**config.mk**
```make
export PLATFORM = sky130hd
export DESIGN_NAME = uri_percent_decoder
export DESIGN_NICKNAME = d
export VERILOG_FILES = /design/src/hdl/updec_pkg.sv /design/src/hdl/updec_decode.sv /design/src/hdl/updec_out_buf.sv /design/src/hdl/uri_percent_decoder.sv
export SDC_FILE = /design/constraint.sdc
export NUM_CORES = 1
export LEC_CHECK = 0
export ABC_AREA = 1
export BUFFER_PORTS_ARGS = -buffer_cell sky130_fd_sc_hd__buf_2
export CORE_ASPECT_RATIO = 0.8
export CORE_UTILIZATION = 65
export DETAILED_ROUTE_END_ITERATION = 12
export GPL_ROUTABILITY_DRIVEN = 0
export PLACE_DENSITY = 0.88
export SYNTH_ARGS = -nofsm -noshare
export SYNTH_HDL_FRONTEND = slang
export SYNTH_SLANG_ARGS = --single-unit
```
**constraint.sdc**
```tcl
create_clock -name clk -period 8.55 [get_ports clk]
set_input_delay 0.855 -clock clk [delete_from_list [all_inputs] [get_ports clk]]
set_output_delay 0.855 -clock clk [all_outputs]
set_load 0.03 [all_outputs]
```
**src/hdl/updec_pkg.sv**
```systemverilog
// ----------------------------------------------------------------------------
// updec_pkg
// Shared types, character constants and hex helpers for the URI decoder.
// ----------------------------------------------------------------------------
package updec_pkg;

    // Characters that steer decoding
    localparam logic [7:0] CH_PCT   = 8'h25;   // '%'
    localparam logic [7:0] CH_QMARK = 8'h3F;   // '?'
    localparam logic [7:0] CH_NUL   = 8'h00;
    localparam logic [7:0] CH_SPACE = 8'd32;
    localparam logic [7:0] CH_NBSP  = 8'd160;
    localparam logic [7:0] CASE_OFS = 8'd32;
    localparam logic [7:0] CH_UP_A  = 8'h41;
    localparam logic [7:0] CH_UP_Z  = 8'h5A;

    // Most bytes one item can produce, and width of a count of them
    localparam int RES_MAX = 3;
    localparam int CNT_W   = 2;

    // Escape hold codes
    localparam logic [1:0] HELD_NONE  = 2'd0;
    localparam logic [1:0] HELD_PCT   = 2'd1;
    localparam logic [1:0] HELD_DIGIT = 2'd2;

    typedef struct packed {
        logic [1:0] held_count;
        logic [7:0] held_digit;
        logic       in_query;
        logic       lower_done;
    } state_t;

    typedef struct packed {
        logic [7:0] data;
        logic       last;
        logic       uri_end;
    } res_t;

    typedef struct packed {
        logic [CNT_W-1:0]         count;
        res_t [RES_MAX-1:0]       items;
        state_t                   state_next;
    } dec_out_t;

    function automatic logic is_hex(input logic [7:0] c);
        return (c >= 8'h30 && c <= 8'h39) || (c >= 8'h61 && c <= 8'h66) ||
               (c >= 8'h41 && c <= 8'h46);
    endfunction

    function automatic logic [3:0] hex_val(input logic [7:0] c);
        logic [7:0] v;
        v = 8'd0;
        if (c >= 8'h30 && c <= 8'h39)
        begin
            v = c - 8'h30;
        end
        else if (c >= 8'h61 && c <= 8'h66)
        begin
            v = c - 8'h57;
        end
        else if (c >= 8'h41 && c <= 8'h46)
        begin
            v = c - 8'h37;
        end
        return v[3:0];
    endfunction

endpackage

```
**src/hdl/updec_decode.sv**
```systemverilog
// ----------------------------------------------------------------------------
// updec_decode
// Single-pass decode of one raw byte: escape tracking, flush on the final
// byte and lowercasing of up to three output bytes.
// ----------------------------------------------------------------------------
module updec_decode
    import updec_pkg::*;
(
    input  logic [7:0] raw_byte,
    input  logic       is_final,
    input  logic       case_sensitive,
    input  state_t     state,
    output dec_out_t   dec
);

    always_comb
    begin
        logic [7:0]       raw_q [RES_MAX];
        logic [CNT_W-1:0] cnt;
        logic [1:0]       nhc;
        logic [7:0]       nd;
        logic             nq;
        logic             ld;
        logic             fresh;
        logic [7:0]       v;
        logic [7:0]       b;

        for (int i = 0; i < RES_MAX; i++)
        begin
            raw_q[i] = CH_NUL;
        end
        cnt   = '0;
        nhc   = HELD_NONE;
        nd    = state.held_digit;
        fresh = 1'b0;
        v     = {hex_val(state.held_digit), hex_val(raw_byte)};
        if (v == CH_SPACE)
        begin
            v = CH_NBSP;
        end

        // escape progress
        case (state.held_count)
            HELD_PCT:
            begin
                if (is_hex(raw_byte))
                begin
                    nhc = HELD_DIGIT;
                    nd  = raw_byte;
                end
                else
                begin
                    raw_q[cnt] = CH_PCT;
                    cnt        = cnt + 1'b1;
                    fresh      = 1'b1;
                end
            end
            HELD_DIGIT:
            begin
                if (is_hex(raw_byte))
                begin
                    raw_q[cnt] = v;
                    cnt        = cnt + 1'b1;
                end
                else
                begin
                    raw_q[cnt] = CH_PCT;
                    cnt        = cnt + 1'b1;
                    raw_q[cnt] = state.held_digit;
                    cnt        = cnt + 1'b1;
                    fresh      = 1'b1;
                end
            end
            default:
            begin
                fresh = 1'b1;
            end
        endcase

        // byte taken as new
        nq = state.in_query | (fresh && raw_byte == CH_QMARK);
        if (fresh)
        begin
            if (!state.in_query && raw_byte == CH_PCT)
            begin
                nhc = HELD_PCT;
            end
            else
            begin
                raw_q[cnt] = raw_byte;
                cnt        = cnt + 1'b1;
            end
        end

        // flush held bytes at end of URI
        if (is_final)
        begin
            if (nhc == HELD_PCT || nhc == HELD_DIGIT)
            begin
                raw_q[cnt] = CH_PCT;
                cnt        = cnt + 1'b1;
            end
            if (nhc == HELD_DIGIT)
            begin
                raw_q[cnt] = nd;
                cnt        = cnt + 1'b1;
            end
        end

        // lowercasing chain, one step per output byte
        ld = state.lower_done;
        for (int i = 0; i < RES_MAX; i++)
        begin
            b = raw_q[i];
            if (CNT_W'(i) < cnt && !ld)
            begin
                if (b == CH_NUL || b == CH_QMARK)
                begin
                    ld = 1'b1;
                end
                else if (!case_sensitive && b >= CH_UP_A && b <= CH_UP_Z)
                begin
                    b = b + CASE_OFS;
                end
            end
            dec.items[i].data    = b;
            dec.items[i].last    = (CNT_W'(i) == cnt - 1'b1);
            dec.items[i].uri_end = (CNT_W'(i) == cnt - 1'b1) && is_final;
        end

        dec.count = cnt;
        if (is_final)
        begin
            dec.state_next = '0;
        end
        else
        begin
            dec.state_next.held_count = nhc;
            dec.state_next.held_digit = nd;
            dec.state_next.in_query   = nq;
            dec.state_next.lower_done = ld;
        end
    end

endmodule

```
**src/hdl/updec_out_buf.sv**
```systemverilog
// ----------------------------------------------------------------------------
// updec_out_buf
// Result buffer of up to three decoded bytes, drained one per cycle while out_stall is low.
// ----------------------------------------------------------------------------
module updec_out_buf
    import updec_pkg::*;
(
    input  logic               clk,
    input  logic               rst_n,
    input  logic               load,
    input  dec_out_t           dec,
    input  logic               out_stall,
    output logic               can_load,
    output logic               out_valid,
    output res_t               head
);

    logic [CNT_W-1:0]   count_reg;
    logic [CNT_W-1:0]   count_next;
    res_t [RES_MAX-1:0] slot_reg;
    logic               pop;

    assign out_valid = (count_reg != '0);
    assign head      = slot_reg[0];
    assign pop       = out_valid && !out_stall;

    // room for a new item once the buffer will be empty
    assign can_load  = (count_reg == '0) || (count_reg == CNT_W'(1) && pop);

    // occupancy
    always_comb
    begin
        count_next = count_reg;
        if (load)
        begin
            count_next = dec.count;
        end
        else if (pop)
        begin
            count_next = count_reg - 1'b1;
        end
    end

    always_ff @(posedge clk or negedge rst_n)
    begin
        if (!rst_n)
        begin
            count_reg <= '0;
        end
        else
        begin
            count_reg <= count_next;
        end
    end

    // payload slots: load all, or shift toward the head
    always_ff @(posedge clk)
    begin
        if (load)
        begin
            slot_reg <= dec.items;
        end
        else if (pop)
        begin
            for (int i = 0; i < RES_MAX - 1; i++)
            begin
                slot_reg[i] <= slot_reg[i+1];
            end
        end
    end

endmodule

```
**src/hdl/uri_percent_decoder.sv**
```systemverilog
// Path: an accepted item waits in the input register while the result buffer
// has no room; its result is then offered from the result buffer.
// Throughput: one item per cycle while each item gives at most one byte and
// out_stall is low; an item giving more bytes stalls the input while they drain.
// Reset: rst_n clears decode state, case_sensitive and both valid flags.
// ----------------------------------------------------------------------------
// uri_percent_decoder
// Streaming percent-decoder for a request URI: input register, single-pass
// decode, result buffer.
// ----------------------------------------------------------------------------
module uri_percent_decoder
    import updec_pkg::*;
(
    input  logic       clk,
    input  logic       rst_n,
    input  logic       cfg_wr_en,
    input  logic       cfg_wr_data,
    input  logic       in_valid,
    output logic       in_stall,
    input  logic [7:0] raw_byte,
    input  logic       is_final,
    output logic       out_valid,
    input  logic       out_stall,
    output logic [7:0] out_byte,
    output logic       out_last,
    output logic       uri_end
);

    logic       case_sens_reg;
    logic       in_valid_reg;
    logic       in_valid_next;
    logic [7:0] in_byte_reg;
    logic       in_final_reg;
    state_t     state_reg;
    dec_out_t   dec;
    logic       can_load;
    logic       move;
    logic       accept;
    res_t       head;

    // configuration register
    always_ff @(posedge clk or negedge rst_n)
    begin
        if (!rst_n)
        begin
            case_sens_reg <= 1'b0;
        end
        else if (cfg_wr_en)
        begin
            case_sens_reg <= cfg_wr_data;
        end
    end

    // input register handshake
    assign move     = in_valid_reg && can_load;
    assign in_stall = in_valid_reg && !can_load;
    assign accept   = in_valid && !in_stall;

    always_comb
    begin
        in_valid_next = in_valid_reg;
        if (accept)
        begin
            in_valid_next = 1'b1;
        end
        else if (move)
        begin
            in_valid_next = 1'b0;
        end
    end

    always_ff @(posedge clk or negedge rst_n)
    begin
        if (!rst_n)
        begin
            in_valid_reg <= 1'b0;
        end
        else
        begin
            in_valid_reg <= in_valid_next;
        end
    end

    always_ff @(posedge clk)
    begin
        if (accept)
        begin
            in_byte_reg  <= raw_byte;
            in_final_reg <= is_final;
        end
    end

    // decode
    updec_decode u_decode (
        .raw_byte       (in_byte_reg),
        .is_final       (in_final_reg),
        .case_sensitive (case_sens_reg),
        .state          (state_reg),
        .dec            (dec)
    );

    // decode state advances as the item enters the result buffer
    always_ff @(posedge clk or negedge rst_n)
    begin
        if (!rst_n)
        begin
            state_reg <= '0;
        end
        else if (move)
        begin
            state_reg <= dec.state_next;
        end
    end

    // result buffer
    updec_out_buf u_out_buf (
        .clk       (clk),
        .rst_n     (rst_n),
        .load      (move),
        .dec       (dec),
        .out_stall (out_stall),
        .can_load  (can_load),
        .out_valid (out_valid),
        .head      (head)
    );

    assign out_byte = head.data;
    assign out_last = head.last;
    assign uri_end  = head.uri_end;

`ifndef NO_ASSERTIONS
    // a final item leaves the decode state at reset values
    a_final_clears: assert property (@(posedge clk) disable iff (!rst_n)
        (move && in_final_reg) |=> (state_reg.held_count == HELD_NONE &&
                                    !state_reg.in_query && !state_reg.lower_done))
        else $error("decode state not cleared after final item");

    // escapes are only held outside the query part
    a_hold_no_query: assert property (@(posedge clk) disable iff (!rst_n)
        (state_reg.held_count != HELD_NONE) |-> !state_reg.in_query)
        else $error("escape held inside query");

    // end of URI only on the last byte of an item
    a_end_is_last: assert property (@(posedge clk) disable iff (!rst_n)
        (out_valid && uri_end) |-> out_last)
        else $error("uri_end without out_last");
`endif

endmodule
```
==> flow_summary_export.csv <==
group,metric,value,unit
timing,slew_viol_final,0,
timing,slew_headroom,0.281,
synth,async_flop_share,0.291,
clock_network,cts.clk_slew.worst_paths,0.10,ns
timing,finalHoldViolCount,0,
pwr,switching_share,0.457,
synth,yosysWarnings,0,
global_route,grt_first_pass_wirelength,18.0,mm
routing,drtIter0Drc,527,
synth,seq_area_frac_synth,0.353,
routing,dr.pass1.iters,6,
timing,min_period_over_period,0.542,
routing,wl,10.6,mm
clock_network,htree_levels,2,
finish,insertedDiodeCount,0,
routing,drc,0,
run_status,status,"completed",
routing,num_vias,4202,
timing,fin_setup_tns,0,ns
finish,largest_reg_flops,20,
worst_setup_path,cp-start-kind,"flip-flop",
clock_network,clock_latency,0.31,ns
place,io_buffers,26,
finish,fin_nets,667,
timing,worst_pin_slew,1.08,ns
worst_setup_path,critPathCaptureType,"flip-flop",
synth,netlist-cell-type-count,35,
synth,netlist_area,4460,um2
pwr,p_comb_frac,0.462,
global_route,grt_max_degree,33,
timing,period_minus_slack,4.63,ns
pwr,vdd_drop_max,0.126,mV
global_route,antenna_found_initial,0,
floorplan,core,6510,um2
floorplan,start_util,0.685,
worst_hold_path,holdCritPathClass,"in2async",
synth,syn-mean-instance-area,7.25,um2
clock_network,cts_tree,"done",
pwr,internal_power,645,uW
worst_setup_path,cp_num_buf_inv,6,
finish,fill_cells,523,
floorplan,chipHeight,76.1,um
place,dp_cells,708,
routing,vias_per_cell,5.87,
floorplan,die_area,7190,um2
finish,final_cell_count_no_fill,716,
finish,area_growth,5.11,%
clock_network,cts_root_buffer,"clkbuf_8",
worst_setup_path,cpMaxStageDelayCell,"edfxtp_1",
worst_setup_path,crit_arrival,4.71,ns
timing,setup_viol,0,
synth,ys.flop_type,"edfxtp_1",
job,drv_cap,0,
worst_setup_path,crit_type,"reg2reg",
routing,wire_per_inst,14.8,um
clock_network,postCtsResizedCells,0,
timing,fmax,216,MHz
pwr,p_leak,0.00231,uW
clock_network,cts_buffer_depth,2,
place,hpwlAfterDp,8.42,mm
timing,finClkSkew,0.00761,ns
worst_setup_path,cpMostUsedCell,"nand2_1",
pwr,seq_power_share,0.415,
global_route,grt_usage,0.322,
worst_setup_path,crit_fanout,12,
clock_network,postCtsSetupBuffers,0,
clock_network,cts_sinks,55,
floorplan,rows,26,
timing,rsz0062_at_grt,"false",
global_route,grt_pass1_vias,3957,
worst_setup_path,max_stage_delay,0.45,ns
floorplan,ios,27,
finish,drive_gt1_frac,0.150,
synth,synth_edf_count,39,
routing,ant_nets,0,
clock_network,cts_buffers,5,
worst_setup_path,worstPathRequired,8.62,ns
pwr,pwr-share-clk,0.123,
pwr,p_switching,542,uW
clock_network,cts-hold-fix-buffers,0,
floorplan,die-width,94.6,um
pwr,power.density,253,nW/um2
synth,synth_fp_nets,651,
worst_setup_path,cp_top_family,"simple AND/OR/NAND/NOR gates",
synth,synth_cells,615,
synth,ys_ff_latch,55,
global_route,grt-ovfl-total,0,
-- worst register-to-register path, delay by kind of cell, from the launching register on --
kind | cells | cell delay [ns]
buffers and inverters | 6 | 0.51
adders and majority gates | 3 | 0.80
DFF | 1 | 0.45
and+or+nand+nor | 25 | 2.63
-- cells in the mapped netlist, types with 3 or more instances --
cell type	count	area (um2)
nand2_1	182	683
inv_1	81	304
nor2_1	64	240
o21ai_0	51	255
edfxtp_1	39	1170
nand3_1	29	145
ha_1	21	263
dfrtp_1	16	400
nand2_4	12	135
nand2_2	11	68.8
o22ai_1	11	68.8
nand4_1	10	62.6
a21oi_1	9	45.0
buf_4	9	67.6
nor3_1	7	35.0
clkbuf_1	6	22.5
o21ai_2	6	52.6
nand3_2	5	50.1
xor2_1	5	43.8
a21oi_2	4	35.0
a21oi_4	4	65.1
clkinv_1	4	15.0
inv_2	4	15.0
buf_2	3	15.0
nand3_4	3	52.6
nor2_2	3	18.8
o21bai_1	3	22.5
-- placed cells by master, fill, tap and decap left out, drive strengths merged, types with 6 or more instances in the layout --
cell and instances:
buf 28, nor2 69, o22ai 11, clkinv 6, o21ai 59, nand4 10
dfrtp 16, a21oi 17, edfxtp 39, inv 86, nand2 205, ha 21
nor3 7, nand3 37
-- per-stage QoR --
step	total power, uW	area (um2)	hold slack, ns	util	worst slack (ns)
after floorplan	911	4460	0.449	-	4.55
after global placement	1020	4600	0.471	0.707	4.14
after detailed placement	1030	4600	0.482	0.707	3.99
after CTS	1180	4680	0.471	0.720	3.97
after global routing	1270	4680	0.485	0.720	3.58
final	1190	4680	0.459	0.720	3.92
-- cells by family (layout without fill, tap and decap cells) --
logic type | after synthesis | count (layout) | synth area share
AO/OA/AOI/OAI | 94 | 94 | 0.132
XOR/XNOR | 5 | 5 | 0.00983
adder cells (fa/ha/maj) | 21 | 21 | 0.0590
buffers and inverters | 108 | 125 | 0.101
flip-flops | 55 | 55 | 0.353
AND/OR/NAND/NOR | 332 | 332 | 0.346
-- path summary, 6_finish.rpt --
kind	to	cells past startpoint	slack [ns]	from
setup / recovery	u_out_buf.slot_reg[28]	34	3.92	in_byte_reg[0]
hold / removal	state_reg[6]	1	0.46	rst_n
setup reg to reg	u_out_buf.slot_reg[28]	34	3.92	in_byte_reg[0]
hold reg to reg	state_reg[0]	2	0.50	state_reg[0]
max in group asynchronous	u_out_buf.count_reg[1]	1	7.80	rst_n
min in group clk	state_reg[0]	2	0.50	state_reg[0]
-- layout make-up --
class	instances	area [um2]	share of cell area
clock inverter	3	18.8	0.00401
clock buffer	5	68.8	0.0147
tap	84	105	0.0224
sequential	55	1570	0.335
multi-input combinational	452	2440	0.521
timing repair buffer	28	145	0.0310
inverter	89	334	0.0713
-- power by group through the flow --
stage	Combinational (uW)	Sequential, uW	Clock, uW
floorplan	422	489	0
CTS	539	491	150
finish	548	493	146
global placement	526	493	0
detailed placement	536	498	0
global route	611	504	158
-- per-layer routing --
| metal | GRT usage | up-vias | share of wire |
|---|---|---|---|
| met1 | 0.463 | 1907 | 0.42 |
| met2 | 0.487 | 265 | 0.44 |
| met5 | 0 | - | 0 |
| li1 | - | 2003 | - |
| met3 | 0.0479 | 27 | 0.11 |
| met4 | 0.129 | 0 | 0.028 |
Power figures use the tool's default switching activity.
